**config.mk**
```make
export PLATFORM = sky130hd
export DESIGN_NAME = wcm_mac
export DESIGN_NICKNAME = d
export VERILOG_FILES = /design/src/design/wcm_pkg.sv /design/src/design/wcm_mac.sv
export SDC_FILE = /design/constraint.sdc
export NUM_CORES = 2
export LEC_CHECK = 0
export BUFFER_PORTS_ARGS = -buffer_cell sky130_fd_sc_hd__buf_4
export CORE_ASPECT_RATIO = 2
export CORE_MARGIN = 2
export CORE_UTILIZATION = 38
export CTS_BUF_LIST = sky130_fd_sc_hd__clkbuf_8
export CTS_CLUSTER_SIZE = 30
export DETAILED_ROUTE_END_ITERATION = 8
export PLACE_DENSITY = 0.62
export SETUP_SLACK_MARGIN = 0.15
export SLEW_MARGIN = 15
export SYNTH_ARGS = -nofsm -noshare
export SYNTH_HDL_FRONTEND = slang
export SYNTH_SLANG_ARGS = --single-unit
```
**constraint.sdc**
```tcl
create_clock -name i_clk -period 18.5 [get_ports i_clk]
set_clock_uncertainty 0.05 [all_clocks]
set_input_delay 3.7 -clock i_clk [delete_from_list [all_inputs] [get_ports i_clk]]
set_output_delay 3.7 -clock i_clk [all_outputs]
set_load 0.01 [all_outputs]
```
**src/design/wcm_pkg.sv**
```systemverilog
// Package for the weighted covariance matrix unit.
// Holds sizes, the sequencer state type, register codes and shared structs.
// No dependencies.
package wcm_pkg;

    localparam int MAX_AXES    = 6;
    localparam int COORD_BITS  = 24;
    localparam int WEIGHT_BITS = 16;
    localparam int AX_BITS     = 3;
    localparam int DIFF_BITS   = COORD_BITS + 1;
    localparam int NPAIRS      = MAX_AXES * MAX_AXES;
    localparam int IDX_BITS    = $clog2(NPAIRS);
    localparam int SUM_BITS    = 64;
    localparam int WT_BITS     = 48;
    localparam int OUT_BITS    = 48;
    localparam int FRAC_BITS   = 16;
    localparam int PROD_BITS   = 2 * DIFF_BITS;
    localparam int Q_BITS      = PROD_BITS - FRAC_BITS;
    localparam int TERM_BITS   = Q_BITS + WEIGHT_BITS;
    localparam int CNT_BITS    = $clog2(SUM_BITS);
    localparam int CFG_IDX_BITS = 3;
    localparam int CFG_BITS    = COORD_BITS;
    localparam int IN_BITS     = WEIGHT_BITS + MAX_AXES * COORD_BITS;
    localparam int OUT_TDATA_BITS = 56;

    // Configuration register indexes.
    localparam logic [CFG_IDX_BITS-1:0] CFG_AXIS_COUNT = 3'd0;
    localparam logic [CFG_IDX_BITS-1:0] CFG_MEAN_BASE  = 3'd1;

    typedef enum logic [2:0] {
        ST_IDLE,
        ST_MAC,
        ST_DRAIN,
        ST_DRD,
        ST_DLD,
        ST_DRUN,
        ST_OUT,
        ST_CLR
    } t_state;

    // Write-back request from the multiply-accumulate unit to the sum store.
    typedef struct packed {
        logic                       vld;
        logic [IDX_BITS-1:0]        idx;
        logic signed [SUM_BITS-1:0] sum;
    } t_wb;

    // Place of pair (j,k) in the sum store.
    function automatic logic [IDX_BITS-1:0] pair_idx(input logic [AX_BITS-1:0] j,
                                                     input logic [AX_BITS-1:0] k);
        logic [IDX_BITS+AX_BITS-1:0] full;
        begin
            full = IDX_BITS'(j) * IDX_BITS'(MAX_AXES) + IDX_BITS'(k);
            pair_idx = full[IDX_BITS-1:0];
        end
    endfunction

endpackage

```
**src/design/wcm_mac.sv**
```systemverilog
// Shared multiply-accumulate unit: one pair term per cycle.
// Depends on wcm_pkg.
module wcm_mac (
    input  logic                                    i_clk,
    input  logic                                    i_rst_n,
    input  logic                                    i_issue,
    input  logic [wcm_pkg::IDX_BITS-1:0]            i_idx,
    input  logic signed [wcm_pkg::DIFF_BITS-1:0]    i_dj,
    input  logic signed [wcm_pkg::DIFF_BITS-1:0]    i_dk,
    input  logic [wcm_pkg::WEIGHT_BITS-1:0]         i_weight,
    input  logic signed [wcm_pkg::SUM_BITS-1:0]     i_old,
    output wcm_pkg::t_wb                            o_wb
);
    import wcm_pkg::*;

    logic [DIFF_BITS-1:0]        magj, magk;
    logic [PROD_BITS-1:0]        r1_prod;
    logic                        r1_neg, r1_vld, r2_neg, r2_vld;
    logic [IDX_BITS-1:0]         r1_idx, r2_idx;
    logic [Q_BITS-1:0]           q;
    logic [TERM_BITS-1:0]        r2_term;
    logic signed [SUM_BITS-1:0]  r2_old;
    logic signed [SUM_BITS:0]    s_ext, t_ext, res;

    // Magnitudes of the two centered coordinates.
    assign magj = i_dj[DIFF_BITS-1] ? DIFF_BITS'(-i_dj) : DIFF_BITS'(i_dj);
    assign magk = i_dk[DIFF_BITS-1] ? DIFF_BITS'(-i_dk) : DIFF_BITS'(i_dk);

    // Fraction drop with rounding toward minus infinity for negative products.
    assign q = Q_BITS'(r1_prod[PROD_BITS-1:FRAC_BITS])
             + Q_BITS'(r1_neg && (r1_prod[FRAC_BITS-1:0] != '0));

    // Stage registers.
    always_ff @(posedge i_clk) begin
        if (!i_rst_n) begin
            r1_vld <= 1'b0;
            r2_vld <= 1'b0;
        end else begin
            r1_vld <= i_issue;
            r2_vld <= r1_vld;
        end
        r1_prod <= magj * magk;
        r1_neg  <= i_dj[DIFF_BITS-1] ^ i_dk[DIFF_BITS-1];
        r1_idx  <= i_idx;
        r2_term <= q * i_weight;
        r2_neg  <= r1_neg;
        r2_idx  <= r1_idx;
        r2_old  <= i_old;
    end

    // Saturating accumulate into the signed 64-bit range.
    assign s_ext = {r2_old[SUM_BITS-1], r2_old};
    assign t_ext = (SUM_BITS+1)'(r2_term);
    assign res   = r2_neg ? (s_ext - t_ext) : (s_ext + t_ext);

    always_comb begin
        o_wb.vld = r2_vld;
        o_wb.idx = r2_idx;
        if (res[SUM_BITS] != res[SUM_BITS-1]) begin
            o_wb.sum = res[SUM_BITS] ? {1'b1, {(SUM_BITS-1){1'b0}}}
                                     : {1'b0, {(SUM_BITS-1){1'b1}}};
        end else begin
            o_wb.sum = res[SUM_BITS-1:0];
        end
    end

endmodule

```
== After elaboration in Yosys (flattened, before gate mapping) ==
Cells that the tools add are included.
W data, S select, Z words.

* Input bits: 139
* Output and inout port bits: 71
* Flip-flop bits (word level): 180

* Reduce and logical (&&, ||, !) cells: 2
* Eq/ne operators: 1
* Bitwise logic cells: 1
* Multipliers: 2
* Multiplexer cells: 5
* Add/subtract/negate cells: 5

{| class="wikitable"
|+ Operator list
! operator !! number
|-
| $mux W64 || 2
|-
| $add A64 B51 Y65 || 1
|-
| $mux W65 || 1
|-
| $sub A64 B51 Y65 || 1
|-
| $mul A25 B25 Y50 || 1
|-
| $mul A34 B16 Y50 || 1
|-
| $mux W25 || 2
|-
| $neg A25 Y25 || 2
|-
| $add A34 B1 Y34 || 1
|-
| $reduce_bool A16 Y1 || 1
|-
| $logic_and A1 B1 Y1 || 1
|-
| $ne A1 B1 Y1 || 1
|-
| $xor A1 B1 Y1 || 1
|}

== Depth between registers and ports, before layout ==
* Depth in word-level cells: 4
* Depth in mapped cells: 34
* Mapped depth without buffers: 32

== Worst setup path before layout ==
No wires, ideal clock.

* Path kind: input -> register
* From: in i_dj[12] in the netlist's numbering
* To: reg r1_prod[47]
* Arrival time: 11.635 ns
* Setup slack: 6.743 ns
* Stages on the path: 28
* Path buffers: 1
* Required time: 18.378 ns
* Library setup time: 0.072 ns
* Path through: or4_1 > or3_1 > or3_1 > and2_1 > xor2_1 > clkbuf_1 > nand2_1 > fa_1 > inv_1 > fa_1 > fa_1 > inv_1 > fa_1 > fa_1 > inv_1 > fa_1 > fa_1 > ha_1 > a21o_1 > a21o_1 > a21oi_1 > o21ai_0 > a221o_1 > a31oi_1 > o311a_1 > o21ai_0 > a311oi_1 > xnor2_1

* Word-level cells in the longest chain between the ends: 3

{| class="wikitable"
|+ RTL lines
! item !! RTL line !! RTL
|-
| from (decl) || wcm_mac.sv:8 || <nowiki>input logic signed [wcm_pkg::DIFF_BITS-1:0] i_dj,</nowiki>
|-
| $neg A25 Y25 || wcm_mac.sv:26 || <nowiki>assign magj = i_dj[DIFF_BITS-1] ? DIFF_BITS'(-i_dj) : DIFF_BITS'(i_dj);</nowiki>
|-
| $mux W25 * || wcm_mac.sv:26 ||
|-
| $mul A25 B25 Y50 * || wcm_mac.sv:42 || <nowiki>r1_prod <= magj * magk;</nowiki>
|-
| to (signal assigned) || wcm_mac.sv:42 ||
|-
| to (decl) || wcm_mac.sv:17 || <nowiki>logic [PROD_BITS-1:0] r1_prod;</nowiki>
|}

Every way passes the cells marked *; elsewhere a longest branch is shown, timed or not.
A chain may end at the register's enable or synchronous reset.

== Worst setup path in the final report ==
* From: in i_dj[12] in the netlist's numbering
* To: reg r1_prod[45]

The elaborated chain is that of the path after synthesis.

==> metrics <==
status=completed; TritonCTS clock tree=built; Async S/R FF share, synth=0; NumNets Final=roughly 7200; Critical Path End Type=register; antenna violations before repair=7; mean routed wirelength per cell=21.5 um; share of cells above drive strength 1=0.0721; clk slew on worst S/H paths=0.10 ns; Routed WL=160 mm; most common flop cell mapped by yosys=dfxtp_1; # fillers=12700; Core Region=125000 sq um; Longest Clk Path Bufs=2; # Max-Cap Violations=0; latest clock arrival within the worst-skew pair=0.60 ns; CTS Hold Bufs=0; Initial DRC Count=between 2000 and 2500; Post-CTS Repair Setup Buffers=0; Die Width=255 um; first-pass GRT wire length=245 mm; Mapped Cells=5649; Initial Util=0.383; final setup vio count=0; Startpoint Class=input port; worst reg-to-reg setup slack=between 9 and 10 ns; Vias=39400; Synth Cell Area=48000 sq um; synth unique cells=84; origin of the worst setup path=i_dj[12]; Final Slew Violations=0; syn_area_per_cell=between 8 and 9 sq um; crit path DAT=12.86 ns; H-tree depth=4; unrepaired setup endpoints after global routing=false; Area Growth Syn to Fin=8.97%; Final Cycle Share=0.672; post-route ant nets=0; GRT Residual Overflow=0; DRC errors left=0; commonest non-fill, non-tap cells in the layout=inv_1 (1095), fa_1 (973), nand2_1 (833), nor2_1 (390), ha_1 (377); slowest library cell on the worst path=xor2_2; syn_nets=7138; Max Clk Rate=80.4 MHz; reg2reg start=r1_neg; Post-CTS Resized=0; relative slew slack=0.170; Final Hold Fails=0; register bit total from synthesis=180; Ports=210; register area share after synthesis=0.0750; Total GRT Usage=0.248; worst path required time=about 19 ns; max incr delay on CP=slightly below 1 ns; most common cell after layout, fill and taps aside=inv_1; Fin Setup TNS=0 ns; routability cong.=around 0.98; vias in the first global route=43800; Hold Path Class=register to register; Die Span Y=507 um; hpwl dp=130 mm; vias per std cell=approximately 5.3; CTS buffer count=17; most used cell, CP=fa_1; worst-margin pin slew=1.24 ns; WS Path Type=input port to register; clock tree sinks=180; Crit Path Max Fanout=15; IO Port Bufs=209; yosys warns=0; largest net degree at the start of global routing=59; EDFF count, synth=0; hold_sp=r1_idx[2]; Pre-Repair DR Iteration Count=6; Std-Cell Rows=around 180; die footprint=129000 sq um; fin crit period=12.44 ns; Root Buffer=clkbuf_8
## critical path: cells and delay by family
| kind | cells | cell delay, ns |
|---|---|---|
| AO/OA/AOI/OAI | 7 | 2.01 |
| buffers and inverters | 6 | 0.41 |
| adder cells (fa/ha/maj) | 8 | 3.95 |
| XOR/XNOR | 1 | 0.97 |
| AND/OR/NAND/NOR | 5 | 1.66 |
| multiplexers | 1 | 0.12 |
## Yosys cell counts, types with 5 or more instances
master / instances / area share
fa_1: 973 / 0.41
ha_1: 377 / 0.098
xor2_1: 102 / 0.019
a2111oi_0: 5 / 0.00091
a21oi_1: 230 / 0.024
a21boi_0: 10 / 0.0016
or3_1: 16 / 0.0021
and4_1: 9 / 0.0016
nor3_1: 42 / 0.0044
nor2_1: 391 / 0.031
o41ai_1: 8 / 0.0015
clkbuf_1: 227 / 0.018
o21a_1: 22 / 0.0034
mux2i_1: 6 / 0.0013
and3_1: 27 / 0.0035
a211oi_1: 15 / 0.0023
or4_1: 8 / 0.0013
dfxtp_1: 180 / 0.075
buf_1: 7 / 0.00055
a21o_1: 105 / 0.016
o31ai_1: 24 / 0.0038
nand3_1: 62 / 0.0065
xnor2_1: 199 / 0.036
o211ai_1: 9 / 0.0014
nand2_1: 834 / 0.065
and2_1: 264 / 0.034
inv_1: 1094 / 0.085
a41o_1: 5 / 0.0010
nor3b_1: 7 / 0.0011
a221o_1: 6 / 0.0013
nor4_1: 23 / 0.0030
nor2b_1: 22 / 0.0029
o21bai_1: 36 / 0.0056
or2_2: 11 / 0.0014
a31o_2: 10 / 0.0018
buf_2: 7 / 0.00073
o21ai_0: 111 / 0.012
nand2b_1: 22 / 0.0029
a31oi_1: 26 / 0.0034
nand4_1: 41 / 0.0053
## flip-flops by register name, indices dropped and copies added, names as in the netlist
| register | count |
|---|---|
| r2_neg | 1 |
| r2_vld | 1 |
| r2_idx | 6 |
| r1_neg | 1 |
| r1_idx | 6 |
| r2_old | 64 |
| r1_vld | 1 |
| r1_prod | 50 |
| r2_term | 50 |
## cell type report
| class | instances | area (sq um) | area share |
|---|---|---|---|
| multi-input cells | 4130 | 39800 | 0.761 |
| inverters | 1096 | 4120 | 0.0787 |
| flip-flops and latches | 180 | 3600 | 0.0689 |
| repair buffers | 305 | 2290 | 0.0437 |
| well taps | 1674 | 2090 | 0.0400 |
| clock buffers | 17 | 234 | 0.00447 |
| clock inverters | 15 | 173 | 0.00330 |
| diodes | 6 | 15.0 | 0.000287 |
## kinds of logic (layout without fill, tap and decap cells)
family	Yosys count	count (layout)	share of synthesized area
AO/OA/AOI/OAI	673	673	0.0896
XOR/XNOR	302	302	0.0552
adder cells (fa/ha/maj)	1353	1353	0.504
buffers and inverters	1339	1433	0.105
flip-flops	180	180	0.0750
multiplexers	7	7	0.00148
other	0	6	0
AND/OR/NAND/NOR	1795	1795	0.169
## through the flow
stage                util  hold slack (ns)  instances  setup WS, ns  instance area [sq um]
floorplan               -            0.260       5649          6.74                  48000
global placement    0.414            0.261       7385          5.62                  51900
detailed placement  0.414            0.262       7385          5.51                  51900
CTS                 0.417            0.287       7417          6.12                  52300
global route        0.417            0.290       7423          5.71                  52300
finish              0.417            0.287       7423          6.06                  52300
## path summary, 6_finish.rpt
check	end	depth (start not counted)
max	r1_prod[45]	28
max reg2reg	r2_term[47]	30
min reg2reg	r2_idx[2]	0
min	r2_idx[2]	0
## routing by layer
metal,wire [um],part of all wire,vias to the layer above,track usage
met5,0,0,-,0
met4,14400,0.090,0,0.191
met3,7250,0.045,625,0.0257
met2,87400,0.55,1511,0.488
met1,50700,0.32,19800,0.231
li1,-,-,17500,-
Power is not shown: default switching activity piles up to over one toggle a cycle in this logic, so the estimate is an artifact.
