### src/design/wcm_pkg.sv
// Package for the weighted covariance matrix unit.
// Holds sizes, the sequencer state type, register codes and shared structs.
// No dependencies.
package wcm_pkg;

    localparam int MAX_AXES    = 6;
    localparam int COORD_BITS  = 24;
    localparam int WEIGHT_BITS = 16;
    localparam int AX_BITS     = 3;
    localparam int DIFF_BITS   = COORD_BITS + 1;
    localparam int NPAIRS      = MAX_AXES * MAX_AXES;
    localparam int IDX_BITS    = $clog2(NPAIRS);
    localparam int SUM_BITS    = 64;
    localparam int WT_BITS     = 48;
    localparam int OUT_BITS    = 48;
    localparam int FRAC_BITS   = 16;
    localparam int PROD_BITS   = 2 * DIFF_BITS;
    localparam int Q_BITS      = PROD_BITS - FRAC_BITS;
    localparam int TERM_BITS   = Q_BITS + WEIGHT_BITS;
    localparam int CNT_BITS    = $clog2(SUM_BITS);
    localparam int CFG_IDX_BITS = 3;
    localparam int CFG_BITS    = COORD_BITS;
    localparam int IN_BITS     = WEIGHT_BITS + MAX_AXES * COORD_BITS;
    localparam int OUT_TDATA_BITS = 56;

    // Configuration register indexes.
    localparam logic [CFG_IDX_BITS-1:0] CFG_AXIS_COUNT = 3'd0;
    localparam logic [CFG_IDX_BITS-1:0] CFG_MEAN_BASE  = 3'd1;

    typedef enum logic [2:0] {
        ST_IDLE,
        ST_MAC,
        ST_DRAIN,
        ST_DRD,
        ST_DLD,
        ST_DRUN,
        ST_OUT,
        ST_CLR
    } t_state;

    // Write-back request from the multiply-accumulate unit to the sum store.
    typedef struct packed {
        logic                       vld;
        logic [IDX_BITS-1:0]        idx;
        logic signed [SUM_BITS-1:0] sum;
    } t_wb;

    // Place of pair (j,k) in the sum store.
    function automatic logic [IDX_BITS-1:0] pair_idx(input logic [AX_BITS-1:0] j,
                                                     input logic [AX_BITS-1:0] k);
        logic [IDX_BITS+AX_BITS-1:0] full;
        begin
            full = IDX_BITS'(j) * IDX_BITS'(MAX_AXES) + IDX_BITS'(k);
            pair_idx = full[IDX_BITS-1:0];
        end
    endfunction

endpackage

### src/design/wcm_div.sv
// Bit-serial restoring divider: signed 64-bit sum over unsigned 48-bit weight.
// Gives a saturated 48-bit quotient truncated toward zero. Depends on wcm_pkg.
module wcm_div (
    input  logic                                 i_clk,
    input  logic                                 i_rst_n,
    input  logic                                 i_start,
    input  logic signed [wcm_pkg::SUM_BITS-1:0]  i_num,
    input  logic [wcm_pkg::WT_BITS-1:0]          i_den,
    output logic                                 o_done,
    output logic [wcm_pkg::OUT_BITS-1:0]         o_quot
);
    import wcm_pkg::*;

    localparam logic [SUM_BITS-1:0] POS_LIM = SUM_BITS'(1) << (OUT_BITS - 1);

    logic                 r_busy, r_done, r_neg;
    logic [CNT_BITS-1:0]  r_cnt;
    logic [SUM_BITS-1:0]  r_num;
    logic [WT_BITS-1:0]   r_rem;
    logic [WT_BITS-1:0]   r_den;
    logic [WT_BITS:0]     trial;
    logic                 fits;
    logic [SUM_BITS-1:0]  qclip;

    // One quotient bit per cycle; the remainder stays below a nonzero divisor.
    assign trial = {r_rem, r_num[SUM_BITS-1]};
    assign fits  = trial >= {1'b0, r_den};

    always_ff @(posedge i_clk) begin
        if (!i_rst_n) begin
            r_busy <= 1'b0;
            r_done <= 1'b0;
        end else begin
            r_done <= 1'b0;
            if (i_start) begin
                r_busy <= 1'b1;
            end else if (r_busy && (r_cnt == CNT_BITS'(SUM_BITS - 1))) begin
                r_busy <= 1'b0;
                r_done <= 1'b1;
            end
        end
        if (i_start) begin
            r_neg <= i_num[SUM_BITS-1];
            r_num <= i_num[SUM_BITS-1] ? SUM_BITS'(-i_num) : SUM_BITS'(i_num);
            r_rem <= '0;
            r_den <= i_den;
            r_cnt <= '0;
        end else if (r_busy) begin
            r_rem <= fits ? WT_BITS'(trial - {1'b0, r_den}) : trial[WT_BITS-1:0];
            r_num <= {r_num[SUM_BITS-2:0], fits};
            r_cnt <= r_cnt + 1'b1;
        end
    end

    // Saturate to the signed 48-bit output range.
    always_comb begin
        if (r_neg) begin
            qclip  = (r_num > POS_LIM) ? POS_LIM : r_num;
            o_quot = OUT_BITS'(-qclip);
        end else begin
            qclip  = (r_num > POS_LIM - 1'b1) ? (POS_LIM - 1'b1) : r_num;
            o_quot = qclip[OUT_BITS-1:0];
        end
    end

    assign o_done = r_done;

endmodule

### config.mk
export PLATFORM = sky130hd
export DESIGN_NAME = wcm_div
export DESIGN_NICKNAME = d
export VERILOG_FILES = /design/src/design/wcm_pkg.sv /design/src/design/wcm_div.sv
export SDC_FILE = /design/constraint.sdc
export NUM_CORES = 1
export LEC_CHECK = 0
export ABC_AREA = 0
export BUFFER_PORTS_ARGS = -buffer_cell sky130_fd_sc_hd__buf_4
export CAP_MARGIN = 20
export CORE_ASPECT_RATIO = 1.4
export CORE_MARGIN = 10
export CORE_UTILIZATION = 30
export CTS_CLUSTER_SIZE = 28
export DETAILED_ROUTE_END_ITERATION = 10
export PLACE_DENSITY = 0.46
export SLEW_MARGIN = 5
export SYNTH_ARGS = -nofsm -noshare
export SYNTH_HDL_FRONTEND = slang
export SYNTH_SLANG_ARGS = --single-unit
### constraint.sdc
create_clock -name i_clk -period 11 [get_ports i_clk]
set_input_delay 1.65 -clock i_clk [delete_from_list [all_inputs] [get_ports i_clk]]
set_output_delay 1.65 -clock i_clk [all_outputs]
set_load 0.1 [all_outputs]
* Yosys cells after proc, flatten, opt, wreduce, memory -nomap -nowiden
Cells that the tools add are included.
** Operators by class
- Reduce and logical (&&, ||, !) cells :: 4
- Multiplexer cells :: 10
- Add/sub/neg operators :: 4
- Equal/unequal tests :: 1
- Bitwise logic cells :: 1
- $lt $le $gt $ge :: 3
** Operator list (count)
- $mux 48 :: 4
- $mux 64 :: 3
- $gt 64x47->1 const B :: 1
- $gt 64x48->1 const B :: 1
- $neg 64->64 :: 1
- $ge 49x48->1 :: 1
- $neg 48->48 :: 1
- $sub 48x48->48 :: 1
- $add 6x1->6 const B :: 1
- $eq 6x6->1 const B :: 1
- $reduce_bool 2->1 :: 2
- $mux 1 :: 3
- $reduce_or 2->1 :: 1
- $logic_and 1x1->1 :: 1
- $not 1->1 :: 1
** Storage, ports and cells
- Register bits after elaboration :: 169
- Output and inout bits :: 49
- Input bits :: 115

* Longest topological paths before layout
Gate-level depths: netlist of run 1.
- Depth in word-level cells :: 4
- Depth in mapped cells :: 15
- Gate-level depth less buffers :: 13

* Worst setup path after synthesis of run 1
Ideal clock, no wire load.
- Path kind :: reg2out
- Start :: reg r_num[10]
- End :: out o_quot[41] (netlist name)
- Setup slack :: 3.442 ns
- Cell stages (with the launch flop) :: 9
- Buffers on the path :: 1
- Data required time :: 9.350 ns
- Data arrival time :: 5.908 ns
- Path through :: edfxtp_1 > or4_1 > nor4_1 > and4_1 > a31oi_1 > nor2_1 > nand2_1 > clkbuf_1 > o311ai_0
** On the way
- Word-level cells in the longest chain between the ends :: 4
- Elaborated cells on any way between the ends :: 6
- Classes of those cells :: add/sub: 1; order compare: 2; mux: 3
** RTL lines
- start, declared :: line wcm_div.sv:18 : logic [SUM_BITS-1:0] r_num;
- start signal, assigned :: line wcm_div.sv:44 : r_num <= i_num[SUM_BITS-1] ? SUM_BITS'(-i_num) : SUM_BITS'(i_num);
- start signal, assigned :: line wcm_div.sv:50 : r_num <= {r_num[SUM_BITS-2:0], fits};
- $gt 64x48->1 :: line wcm_div.sv:58 : qclip = (r_num > POS_LIM) ? POS_LIM : r_num;
- $mux 48 :: line wcm_div.sv:58
- $neg 48->48 :: line wcm_div.sv:59 : o_quot = OUT_BITS'(-qclip);
- $mux 48 * :: line wcm_div.sv:57 : if (r_neg) begin
- end, declared :: line wcm_div.sv:10 : output logic [wcm_pkg::OUT_BITS-1:0] o_quot
Every way passes the cells marked *; elsewhere a longest branch is shown, timed or not.

* Worst setup path in the final report of run 1
- Start :: reg r_num[21]
- End :: out o_quot[32] (netlist name)
The elaborated chain is that of the path after synthesis.

==> results of run 1 <==
report_power, final:
part / internal [mW] / leakage [nW] / switching [mW] / total, mW
Combinational: 0.208 / 3.95 / 0.413 / 0.621
Sequential: 0.747 / 1.57 / 0.0564 / 0.804
Clock: 0.290 / 0.240 / 0.278 / 0.568
Total: 1.25 / 5.75 / 0.747 / 1.99
cell usage in the layout, fill, tap and decap left out, types with 24 or more instances in the layout:
cell	synthesis	routed
sky130_fd_sc_hd__nand2_1	178	178
sky130_fd_sc_hd__edfxtp_1	113	113
sky130_fd_sc_hd__or3_1	31	31
sky130_fd_sc_hd__o21ai_0	85	83
sky130_fd_sc_hd__ha_1	51	51
sky130_fd_sc_hd__xnor2_1	25	25
sky130_fd_sc_hd__buf_4	0	172
sky130_fd_sc_hd__xor2_1	79	79
sky130_fd_sc_hd__inv_1	70	69
sky130_fd_sc_hd__nor3_1	30	30
sky130_fd_sc_hd__o31ai_1	24	24
sky130_fd_sc_hd__a21o_1	32	32
sky130_fd_sc_hd__a21oi_1	148	148
sky130_fd_sc_hd__a311oi_1	29	29
sky130_fd_sc_hd__nor2_1	195	195
sky130_fd_sc_hd__dfxtp_1	56	55
stage by stage:
| step | hold slack [ns] | total power, mW | setup WS (ns) | cell area, µm² | std cells |
|---|---|---|---|---|---|
| global route | 0.518 | 2.11 | 4.47 | 14700 | 2184 |
| floorplan | 0.458 | 1.25 | 3.44 | 12500 | 1526 |
| global placement | 0.472 | 1.44 | 5.45 | 14100 | 2151 |
| finish | 0.495 | 1.99 | 4.85 | 14700 | 2184 |
| detailed placement | 0.487 | 1.44 | 5.37 | 14100 | 2151 |
| CTS | 0.499 | 2.02 | 4.87 | 14700 | 2183 |
registers in the layout, summed over array words and instances, names as in the netlist:
| signal | cells |
|---|---|
| r_busy | 1 |
| o_done | 1 |
| r_den | 48 |
| r_neg | 1 |
| r_cnt | 6 |
| r_rem | 48 |
| r_num | 64 |
cell usage after synthesis, types with 6 or more instances:
cell                       number
sky130_fd_sc_hd__nand2b_1       6
sky130_fd_sc_hd__xor2_1        79
sky130_fd_sc_hd__nand3_1       23
sky130_fd_sc_hd__a211oi_1      15
sky130_fd_sc_hd__or4_1         18
sky130_fd_sc_hd__nor4_1        17
sky130_fd_sc_hd__inv_1         70
sky130_fd_sc_hd__nor2_1       195
sky130_fd_sc_hd__nand2_1      178
sky130_fd_sc_hd__ha_1          51
sky130_fd_sc_hd__o41ai_1        8
sky130_fd_sc_hd__nor2b_1        8
sky130_fd_sc_hd__o21ai_0       85
sky130_fd_sc_hd__a21o_1        32
sky130_fd_sc_hd__dfxtp_1       56
sky130_fd_sc_hd__edfxtp_1     113
sky130_fd_sc_hd__a311oi_1      29
sky130_fd_sc_hd__buf_1          6
sky130_fd_sc_hd__a21oi_1      148
sky130_fd_sc_hd__o21a_1        11
sky130_fd_sc_hd__o31ai_1       24
sky130_fd_sc_hd__o311ai_0      16
sky130_fd_sc_hd__or3_1         31
sky130_fd_sc_hd__a31oi_1       18
sky130_fd_sc_hd__nor3_1        30
sky130_fd_sc_hd__xnor2_1       25
sky130_fd_sc_hd__and2_1        12
sky130_fd_sc_hd__or2_2          8
sky130_fd_sc_hd__clkbuf_1      79
sky130_fd_sc_hd__mux2i_1       12
sky130_fd_sc_hd__o21bai_1       7
sky130_fd_sc_hd__a22oi_1        8
sky130_fd_sc_hd__nand4_1       23
worst min-delay path, stage by stage, from the launching register on:
cell                       delay (ns)
sky130_fd_sc_hd__dfxtp_1         0.33
sky130_fd_sc_hd__nand2_1         0.06
sky130_fd_sc_hd__a311oi_1        0.07
logic make-up (layout without fill, tap and decap cells):
| logic type | count (synthesis) | after routing |
|---|---|---|
| compound gates | 455 | 455 |
| xor+xnor | 104 | 104 |
| fa+ha+maj | 52 | 52 |
| buf+inv | 160 | 277 |
| flops | 169 | 169 |
| mux | 13 | 13 |
| other cells | 0 | 1 |
| simple gates | 573 | 573 |
final cells by class:
| type | instances | area share |
|---|---|---|
| inverters | 71 | 0.0182 |
| clock inverters | 13 | 0.00666 |
| multi-input cells | 1197 | 0.501 |
| diodes | 1 | 0.000171 |
| flip-flops and latches | 169 | 0.308 |
| repair buffers | 174 | 0.0902 |
| well taps | 540 | 0.0461 |
| clock buffers | 19 | 0.0295 |
layer usage:
layer | global-route usage | up-vias | wire length (µm)
li1 | - | 5774 | -
met1 | 0.180 | 5436 | 16500
met2 | 0.297 | 281 | 21400
met3 | 0.0250 | 51 | 1740
met4 | 0.0535 | 0 | 956
met5 | 0 | - | 0
worst min path at each step:
| stage | from | end | cells after the start |
|---|---|---|---|
| 6_report | r_rem[3] | r_rem[4] | 2 |
| 5_1_grt | r_rem[17] | r_rem[18] | 2 |
| 4_1_cts | r_cnt[5] | r_cnt[5] | 2 |
| 3_5_place_dp | r_rem[38] | r_rem[38] | 2 |
| 3_3_place_gp | r_cnt[5] | r_cnt[5] | 2 |
| 2_1_floorplan | r_cnt[5] | r_cnt[5] | 2 |
==> results, run 1 <==
- The path category of the worst min-delay check is reg2reg.
- By area, the combinational part of the netlist is dominated by compound AO/OA/AOI/OAI gates.
- The critical path launch point type is a flip-flop.
- The static leakage is between 5 and 6 nW.
- The die outline area is roughly 0.050 mm².
- The data arrival time of the critical path is about 4.5 ns.
- The total core area is roughly 0.04 mm².
- The HPWL reported at the end of detailed placement is 30.8 mm.
- The number of iterations in the first detailed-routing pass is 6.
- Counting cells, the worst reg-to-reg path comes to 12.
- Together, buffers and inverters on the worst path number 1.
- The commonest register cell after synthesis is sky130_fd_sc_hd__edfxtp_1.
- The initial antenna violation count is 1.
- The largest single stage delay on the critical path is roughly 0.49 ns.
- The number of slew-limit violations in the final report came to 0.
- The root buffer cell chosen for the clock tree is sky130_fd_sc_hd__clkbuf_16.
- The final design utilization is 0.356.
- Dividing the detail-routed wire length by the instance count gives roughly 19 µm.
- The post-synthesis sequential area ratio is 0.362.
- The post-synthesis register bit count is approximately 170.
- The layout has 4358 filler cells.
- The number of synthesized flops with an enable pin is about 110.
- Based on the critical path, the design can be clocked at up to 163 MHz.
- Counting distinct cell types in the post-synthesis netlist gives 70.
- Clock latency on the worst-skew pair, taken at its later pin, is 0.45 ns.
- The post-layout minimum cycle time is a little over 6 ns.
- For the final routed database, the setup TNS stands at 0 ns.
- No sink is reached through more buffers than the 2 on the longest clock path.
- The horizontal die dimension is around 190 µm.
- The total congestion overflow is 0.
- The total count of hold-check failures in the final report is 0.
- The flow ran to the end, and the final reports show no timing, DRC or antenna violations.
- Yosys attributes the largest share of cell area to sky130_fd_sc_hd__edfxtp_1 (27%), sky130_fd_sc_hd__dfxtp_1 (9.0%), sky130_fd_sc_hd__a21oi_1 (5.9%), sky130_fd_sc_hd__nor2_1 (5.9%), sky130_fd_sc_hd__xor2_1 (5.5%).
- The xor/xnor cell area share of the yosys netlist is 0.0731.
- In this run, post-CTS repair resized a total of 0 instances.
- Clock-pin slew was measured on the worst setup and hold paths at around 0.070 ns.
- Once detail routing completed, the nets flagged for antenna violations numbered 0.
- The clock tree from TritonCTS is built.
- Dividing the synthesized area by the synthesized cell count gives approximately 8 µm².
- CTS built an H-tree with a depth of 4.
- The first global-routing pass estimated 64.4 mm of wire.
- The share of synthesized registers carrying an async set or reset is 0.
- The final routed DRC violation total is 0.
- The critical path crosses 14 cells after its start point.
- The critical path's top delay family is simple AND/OR/NAND/NOR gates.
- The share of the cycle needed by the critical path after routing is 0.559.
- The portion of synthesized area spent on multiplexers is 0.0105.
- VDD sags by at most slightly above 0.1 mV.
- The slowest stage cell on the critical path is sky130_fd_sc_hd__nor4_1.
- The transition at the pin with the smallest max-transition slack is roughly 1.0 ns.
- The post-synthesis share of cell area spent on full adders, half adders and majority gates is 0.0528.
- Buffers inserted during clock tree synthesis total 17.
- The synthesized net count is 1693.
- Headroom to the max-slew limit came out at 0.300.
- Walking the worst path, the cells encountered are or3_1 > nor4_1 > and4_1 > a31oi_1 > nor2_1 > nand2_1 > ha_1 > nand2_1 > or3_1 > nand2_1 > nand3_1 > o21ai_0 > a21oi_1 > buf_4.
- The area growth from synthesis to layout is 17.6%.
- The fraction of the mapped netlist area in compound gates was 0.239.
- For this design the top-level I/O count stands at around 160.
- At the end of routability-driven placement, the weighted congestion stood at 0.881.
- The critical path in this run is classified as reg2out.
- The sort of element at the end of the critical path is an output pin.
- Wires add up to approximately 40 mm.
- The initial utilization of the core area, before any placement, comes to 0.303.
- Of the post-synthesis cell area, the dominant cell type holds 0.272.
- The via count of the first global-routing pass is 11800.
- The clock arrives with between 0.01 and 0.015 ns of skew.
- Across every metal layer, demand over resource in global routing totals 0.160.
- The final-stage net count is approximately 1800.
- The largest area contributor in the netlist is sky130_fd_sc_hd__edfxtp_1.
- Data on the critical path is required at its endpoint by approximately 9.4 ns.
- The maximum number of pins on one net before global-route repair is around 170.
- In this run the cell area of the synthesized design comes to approximately 0.012 mm².
- Clock tree synthesis found a total of around 170 sinks.
- After detailed routing, the number of vias per cell comes to approximately 5.3.
- The critical path ends at o_quot[32].
- The power density over the cells is 136 mW/mm².
- The start of the worst register-to-register path is r_den[20].
- Setup repair after global routing left no endpoint under its margin.
- The gate count after technology mapping is 1526.
- The vertical die dimension is around 260 µm.
- The number of setup buffers added after CTS is 0.
- The start point of the critical path is r_num[21].
- In this run the critical register-to-register path is captured at r_rem[22].
- The cell type with the highest occurrence count on the critical path is sky130_fd_sc_hd__nand2_1.
- The total area of multi-input combinational cells is between 0.007 and 0.008 mm².
- During placement, the flow inserted port buffers numbering 163.
- Summing all flip-flop and latch instances after layout gives between 0.004 and 0.005 mm².
- Hold repair after CTS inserted 0 buffers.
- The tool flagged a number of max-cap violations equal to 0.
- The share of layout cells above drive strength 1 is 0.139.
- In this run the worst path has a maximum fanout of 15.
- The iteration-0 DRC count of the detailed router is ~740.
- Setup violations remaining at the end of the flow were counted as 0.
- The area share of and/or/nand/nor cells after synthesis is 0.214.
- The setup check on the worst reg-to-reg path leaves a slack of a little over 7 ns.
- The total of warnings raised by yosys is 0.
- Detailed routing inserted a total of ~12000 vias.
- Row generation in the floorplan step produced 88 rows.
Power figures use the tool's default switching activity.
==> run 2: changes to the inputs <==
--- a/config.mk
+++ b/config.mk
@@ -13,7 +13,7 @@
 export CORE_UTILIZATION = 30
 export CTS_CLUSTER_SIZE = 28
 export DETAILED_ROUTE_END_ITERATION = 10
-export PLACE_DENSITY = 0.46
+export PLACE_DENSITY = 0.48
 export SLEW_MARGIN = 5
 export SYNTH_ARGS = -nofsm -noshare
 export SYNTH_HDL_FRONTEND = slang
==> constraint.sdc (replaced) <==
create_clock -name i_clk -period 5.5 [get_ports i_clk]
set_input_delay 0.825 -clock i_clk [delete_from_list [all_inputs] [get_ports i_clk]]
set_output_delay 0.825 -clock i_clk [all_outputs]
set_load 0.1 [all_outputs]
==> run 2 against run 1 <==
Effect of this change: clock-buffer cell count shrank 2; first-iteration DRC count is 2.6% lower; sequential share of layout area decreased by 0.29 points; non-clock buffer count grew 5; critical endpoint is now o_quot[28]; power increased by 110%; final area rose by 0.94%; register-to-register slack worse by 5.5 ns; routed wire length shrank 0.65%; die area unchanged.
==> results, run 2 (synthesis gave the netlist of run 1 again) <==
- The flow ran to the end, and the final reports show no timing, DRC or antenna violations.
- The H-tree level count is 4 (unchanged).
- The source of the worst hold timing path is r_rem[28].
- The sort of element at the end of the critical path is an output pin.
- In this design, the critical path's most frequently occurring cell is sky130_fd_sc_hd__a21oi_1.
- The worst-path maximum fanout is 15 (unchanged).
- The starting density of the core is 0.303 (unchanged).
- The final hold slack was 0.493 ns (-0.00171 ns).
- The number of flip-flops under the largest register name is 64 (unchanged).
- The critical path buffer and inverter count was 1 (unchanged).
- The library cell used as clock root buffer is sky130_fd_sc_hd__clkbuf_16.
- The HPWL reported at the end of detailed placement is 30.9 mm (+0.31%).
- The routability congestion estimate is 0.910 (+3.3%).
- The total placed instance area is 0.0142 mm² (+0.55%).
- The worst setup path is launched from a flip-flop.
- The initial antenna violation count is 0 (-1).
- The total core area came to 0.0412 mm² (unchanged).
- The maximum operating frequency is about 190 MHz.
- The area growth from synthesis to layout is 18.7%.
- The final-report setup violation count came to 0 (unchanged).
- The finished layout cell area is 0.0148 mm² (+0.94%).
- The slowest stage cell on the critical path is sky130_fd_sc_hd__o21ai_0.
- The number of slew-limit violations in the final report is 0 (unchanged).
- The number of buffers added by the clock tree synthesis step came to 17 (unchanged).
- The vertical die dimension came to 261 µm (unchanged).
- The global-route wire length before repair came to 63.2 mm (-1.8%).
- Counting I/O delays and the setup requirement, the final critical path takes 5.20 ns.
- The worst reg-to-reg setup slack is 1.54 ns (-5.53 ns).
- The maximum number of pins on one net before global-route repair was 158 (-8.7%).
- The number of iterations in the first detailed-routing pass is 5 (-1).
- The power density over the cells is 277 mW/mm² (+100%).
- The final-stage net count is 1802 (+0.28%).
- The post-detailed-route via-to-cell ratio is 5.27 (-0.29%).
- The count of vias placed by the detailed router is 11500 (-0.10%).
- The worst-case reg-to-reg path depth is 12 (unchanged).
- The number of setup buffers added after CTS is 0 (unchanged).
- The total length of routed wires is 40.3 mm (-0.65%).
- Setup repair after global routing left no endpoint under its margin.
- The via count of the first global-routing pass is 11600 (-2.1%).
- The relative slew slack is 0.295 (-0.00576).
- The die outline area came to 0.0502 mm² (unchanged).
- Traced cell by cell, the critical path runs through or3_1 > nor4_1 > and4_1 > a31oi_1 > nor2_1 > nand2_1 > ha_2 > o21ai_0 > a21oi_1 > a21oi_1 > buf_4.
- The data arrival time of the critical path came to 4.37 ns (-0.13 ns).
- The iteration-0 DRC count of the detailed router is 719 (-2.6%).
- The critical path's largest stage delay was 0.65 ns (+0.16 ns).
- The final antenna diode count is 0 (-1).
- The critical path's top delay family is simple AND/OR/NAND/NOR gates.
- TritonCTS built the clock tree.
- The start point of the critical path is r_num[21].
- The worst reg2reg path endpoint is r_rem[22].
- The transition at the pin with the smallest max-transition slack came to 1.06 ns (+0.00861 ns).
- The hold path depth is 2 (unchanged).
- The top cell types in the final layout, fill and taps aside, are sky130_fd_sc_hd__nor2_1 (195), sky130_fd_sc_hd__nand2_1 (177), sky130_fd_sc_hd__buf_4 (177), sky130_fd_sc_hd__a21oi_1 (146), sky130_fd_sc_hd__edfxtp_1 (113).
- The final routed DRC violation total is 0 (unchanged).
- The post-layout instance count excluding filler cells is 2188 (+0.18%).
- The setup clock skew after layout came to 0.0116 ns (-0.00235 ns).
- The worst hold path terminates at r_rem[29].
- The peak supply drop is 0.151 mV (+47%).
- The number of placed cells counting well taps is 2156 (+0.23%).
- The worst setup path is of the reg2out kind.
- The number of cells on the critical path is 11 (-3).
- The total count of hold-check failures in the final report is 0 (unchanged).
- The path category of the worst min-delay check is reg2reg.
- The share of the cycle needed by the critical path after routing is 0.945.
- The most flop-heavy register is r_num.
- The number of cell rows is 88 (unchanged).
- The horizontal die dimension is 192 µm (unchanged).
- The number of max-cap violations is 0 (unchanged).
- The insertion delay of the later-clocked pin in the worst-skew pair was 0.45 ns (about the same).
- The data required time at the worst endpoint is 4.68 ns (-4.67 ns).
- The clock-pin slew of the registers on the worst-case setup and hold paths was 0.08 ns (about the same).
- The static leakage was 5.82 nW (+1.1%).
- The start of the worst register-to-register path is r_den[1].
- The power after layout came to 4.10 mW (+110%).
- The share of layout cells above drive strength 1 came to 0.149 (+0.00929).
- The number of buffers on the longest clock path is 2 (unchanged).
- The total clock sinks is 169 (unchanged).
- The number of input and output port buffers inserted is 163 (unchanged).
- The total routing resource utilization after global routing is 0.158 (-0.00213).
- The total congestion overflow is 0 (unchanged).
- Leaving out fill and tap cells, the most frequent cell in the layout is sky130_fd_sc_hd__nor2_1.
- The largest registers in the layout are r_num (64), r_den (48), r_rem (48).
- The post-route antenna net violation count came to 0 (unchanged).
- The boundary pin count is 164 (unchanged).
- The per-cell routed wire length came to 18.4 µm (-0.83%).
run 2: routing by layer:
metal / global-route usage / vias to the layer above / wire length (µm)
met5: 0 / - / 0
met1: 0.181 / 5415 / 16700
li1: - / 5788 / -
met2: 0.287 / 276 / 20800
met4: 0.0570 / 0 / 1050
met3: 0.0254 / 51 / 1800
run 2: worst max-delay path by stage:
stage                  to
6_report       o_quot[28]
2_1_floorplan  o_quot[11]
3_5_place_dp   o_quot[44]
3_3_place_gp   o_quot[32]
5_1_grt        o_quot[32]
4_1_cts        o_quot[44]
run 2: report_power, final:
group / internal (mW) / switching, mW / total (mW)
combinational: 0.421 / 0.829 / 1.25
sequential: 1.49 / 0.110 / 1.60
clock: 0.677 / 0.568 / 1.24
total: 2.59 / 1.51 / 4.10
run 2: tightest hold or removal path: cells and delay by family, from the launching register on:
family             cells  cell delay, ns
and+or+nand+nor        1            0.06
AOI/OAI and AO/OA      1            0.07
DFF                    1            0.32
run 2: metrics by stage:
| step | worst slack [ns] | TNS [ns] | utilization |
|---|---|---|---|
| detailed placement | 0.718 | 0 | 0.345 |
| floorplan | -1.05 | -9.63 | - |
| finish | 0.305 | 0 | 0.359 |
| CTS | 0.216 | 0 | 0.359 |
| global placement | 0.748 | 0 | 0.345 |
| global route | 0.0219 | 0 | 0.359 |
run 2: what timing repair did:
item | in CTS | in global routing
gates resized for setup | 0 | 2
hold endpoints to repair | 0 | 0
hold buffers | 0 | 0
endpoints found under the setup margin | 0 | 9
run 2: final cells by class:
cell class	count	area [µm²]
multi-input combinational	1197	7390
inverter	71	267
sequential	169	4520
clock buffer	17	425
fill	4370	26400
tap	540	676
timing repair buffer	179	1360
clock inverter	15	163
==> run 3: changes to the inputs <==
--- a/config.mk
+++ b/config.mk
@@ -8,7 +8,7 @@
 export ABC_AREA = 0
 export BUFFER_PORTS_ARGS = -buffer_cell sky130_fd_sc_hd__buf_4
 export CAP_MARGIN = 20
-export CORE_ASPECT_RATIO = 1.4
+export CORE_ASPECT_RATIO = 1.1
 export CORE_MARGIN = 10
 export CORE_UTILIZATION = 30
 export CTS_CLUSTER_SIZE = 28
==> run 3 against run 2 <==
Effect of this change: sequential share of layout area fell by 0.17 points; power rose by 1.1%; first-iteration DRC count rose by 26%; die area fell by 0.21%; critical path depth rose by 3; non-clock buffer count rose by 1; sequential power barely moved; setup slack improved by 0.049 ns; global-route usage fell by 0.075 points; final area rose by 0.56%; routed wire length fell by 0.68%; register-to-register slack barely moved; largest cell class unchanged.
==> results, run 3 (synthesis gave the netlist of run 1 again) <==
- The run finished with clean final reports.
- The final-report setup violation count is 0 (unchanged).
- The share of the cycle needed by the critical path after routing is 0.936 (-0.00896).
- The data arrival time of the critical path was 4.32 ns (-0.05 ns).
- The number of flip-flops under the largest register name is 64 (unchanged).
- The HPWL reported at the end of detailed placement came to 29.7 mm (-3.8%).
- The number of iterations in the first detailed-routing pass came to 5 (unchanged).
- The total length of routed wires is 40.0 mm (-0.68%).
- The largest registers in the layout are r_num (64), r_den (48), r_rem (48).
- The maximum operating frequency is 194 MHz (+0.96%).
- The static leakage is 5.84 nW (+0.48%).
- The post-layout instance count excluding filler cells is 2209 (+0.96%).
- The count of vias placed by the detailed router is 11600 (+0.67%).
- The relative slew slack is 0.295 (about the same).
- The routability congestion estimate is 0.926 (+1.8%).
- The signal on the critical path passes through or4_1 > nor4_2 > and4_1 > a31oi_2 > nor2_1 > buf_4 > nand2_1 > ha_2 > o21ai_1 > nand2_1 > nand3_1 > o21ai_0 > a21oi_2 > buf_4.
- The worst-path maximum fanout is 15 (unchanged).
- The per-cell routed wire length was 18.1 µm (-1.6%).
- The library cells used most frequently in the layout, excluding fill and tap cells, are sky130_fd_sc_hd__nor2_1 (195), sky130_fd_sc_hd__buf_4 (179), sky130_fd_sc_hd__nand2_1 (178), sky130_fd_sc_hd__a21oi_1 (146), sky130_fd_sc_hd__edfxtp_1 (113).
- The number of slew-limit violations in the final report is 0 (unchanged).
- STA classifies the critical path startpoint as a flip-flop.
- The number of input and output port buffers inserted came to 163 (unchanged).
- Tracing the worst setup path back leads to its startpoint at r_num[10].
- The die outline area came to 0.0501 mm² (-0.21%).
- The number of cell rows is 78 (-11%).
- The total placed instance area was 0.0142 mm² (+0.13%).
- The total routing resource utilization after global routing is 0.157 (-0.000755).
- The data required time at the worst endpoint is 4.68 ns (about the same).
- Relative to the synthesized area, the layout overhead comes to 19.3%.
- The iteration-0 DRC count of the detailed router came to 905 (+26%).
- The number of max-cap violations is 0 (unchanged).
- The worst setup margin is 0.354 ns (+0.0493 ns).
- The starting density of the core is 0.303 (about the same).
- The share of layout cells above drive strength 1 is 0.152 (+0.00294).
- The peak supply drop was 0.221 mV (+46%).
- The minimum setup slack after placement is 0.484 ns (-0.233 ns).
- The power density over the cells is 278 mW/mm² (+0.50%).
- The final routed DRC violation total came to 0 (unchanged).
- The global-route wire length before repair is 63.5 mm (+0.37%).
- The final-stage net count is 1803 (+0.055%).
- The horizontal die dimension came to 214 µm (+11%).
- The critical path is of the reg2out type.
- The via count of the first global-routing pass came to 11400 (-1.4%).
- The clock-pin slew of the registers on the worst-case setup and hold paths was 0.07 ns (about the same).
- STA classifies the critical path endpoint as an output pin.
- The transition at the pin with the smallest max-transition slack came to 1.06 ns (-0.000109 ns).
- The finished layout cell area came to 0.0149 mm² (+0.56%).
- The initial antenna violation count is 0 (unchanged).
- The post-detailed-route via-to-cell ratio was 5.25 (-0.29%).
- The library cell used most frequently in the layout, excluding fill and tap cells, is sky130_fd_sc_hd__nor2_1.
- The setup clock skew after layout is 0.0112 ns (-0.000354 ns).
- The clock tree from TritonCTS is built.
- The worst reg-to-reg setup slack was 1.54 ns (about the same).
- The post-layout minimum cycle time was 5.15 ns (-0.0493 ns).
- The total core area is 0.0412 mm² (about the same).
- The maximum number of pins on one net before global-route repair came to 93 (-41%).
- The vertical die dimension is 234 µm (-10%).
- The most flop-heavy register is r_num.
- The total clock sinks was 169 (unchanged).
- The final hold slack is 0.496 ns (+0.00327 ns).
- The largest individual stage delay along the critical path comes from the cell sky130_fd_sc_hd__or4_1.
- The total count of hold-check failures in the final report is 0 (unchanged).
- The number of setup buffers added after CTS is 0 (unchanged).
- In this run the most critical hold path is launched from r_rem[26].
- The post-route antenna net violation count came to 0 (unchanged).
- The library cell used as clock root buffer is sky130_fd_sc_hd__clkbuf_16.
- The number of buffers on the longest clock path came to 2 (unchanged).
- The boundary pin count is 164 (unchanged).
- The number of placed cells counting well taps came to 2177 (+0.97%).
- The path class of the tightest hold or removal check is reg2reg.
- The final antenna diode count was 0 (unchanged).
- The insertion delay of the later-clocked pin in the worst-skew pair is 0.46 ns (about the same).
- Setup repair after global routing left no endpoint under its margin.
- The H-tree level count is 4 (unchanged).
- The total congestion overflow is 0 (unchanged).
- The worst register-to-register path begins at r_den[18].
- The critical path's largest stage delay is 0.61 ns (-0.04 ns).
- The number of buffers added by the clock tree synthesis step is 17 (unchanged).
==> run 3: cell type report <==
| class | instances | area (µm²) |
|---|---|---|
| Timing Repair Buffer | 180 | 1360 |
| Clock buffer | 21 | 482 |
| Tap cell | 560 | 701 |
| Multi-Input combinational cell | 1197 | 7430 |
| Fill cell | 4346 | 26300 |
| Clock inverter | 11 | 133 |
| Inverter | 71 | 267 |
| Sequential cell | 169 | 4520 |
==> run 3: final timing paths <==
path | depth (start not counted) | end
setup / recovery | 14 | o_quot[32]
hold / removal | 2 | r_rem[27]
setup reg to reg | 11 | r_rem[22]
hold reg to reg | 2 | r_rem[27]
==> run 3: timing repair <==
| action | CTS | global route |
|---|---|---|
| hold buffers | 0 | 0 |
| gates cloned | 0 | 0 |
| endpoints found under the hold margin | 0 | 0 |
| endpoints found under the setup margin | 2 | 6 |
| resized for setup | 1 | 7 |
==> run 3: per-stage QoR <==
| stage | power, mW | TNS (ns) | util |
|---|---|---|---|
| after floorplan | 2.51 | -9.63 | - |
| after global placement | 2.88 | 0 | 0.345 |
| after detailed placement | 2.88 | 0 | 0.345 |
| after CTS | 4.19 | 0 | 0.360 |
| after global routing | 4.38 | 0 | 0.361 |
| final | 4.14 | 0 | 0.361 |
==> run 3: routing by layer <==
metal  GRT usage  part of all wire
met1       0.208              0.47
met2       0.254              0.46
met3      0.0244             0.046
met4      0.0605             0.023
met5           0                 0
==> run 3: critical path: cells and delay by family, from the launching register on <==
family / cells / cell delay, ns
fa+ha+maj: 1 / 0.30
buf+inv: 2 / 0.49
simple gates: 7 / 1.78
flops: 1 / 0.44
compound gates: 4 / 0.86
==> run 3: power by group <==
group	internal, mW	leakage, nW	total (mW)	switching (mW)
sequential	1.49	1.57	1.60	0.106
clock	0.727	0.298	1.28	0.556
combinational	0.419	3.98	1.26	0.840
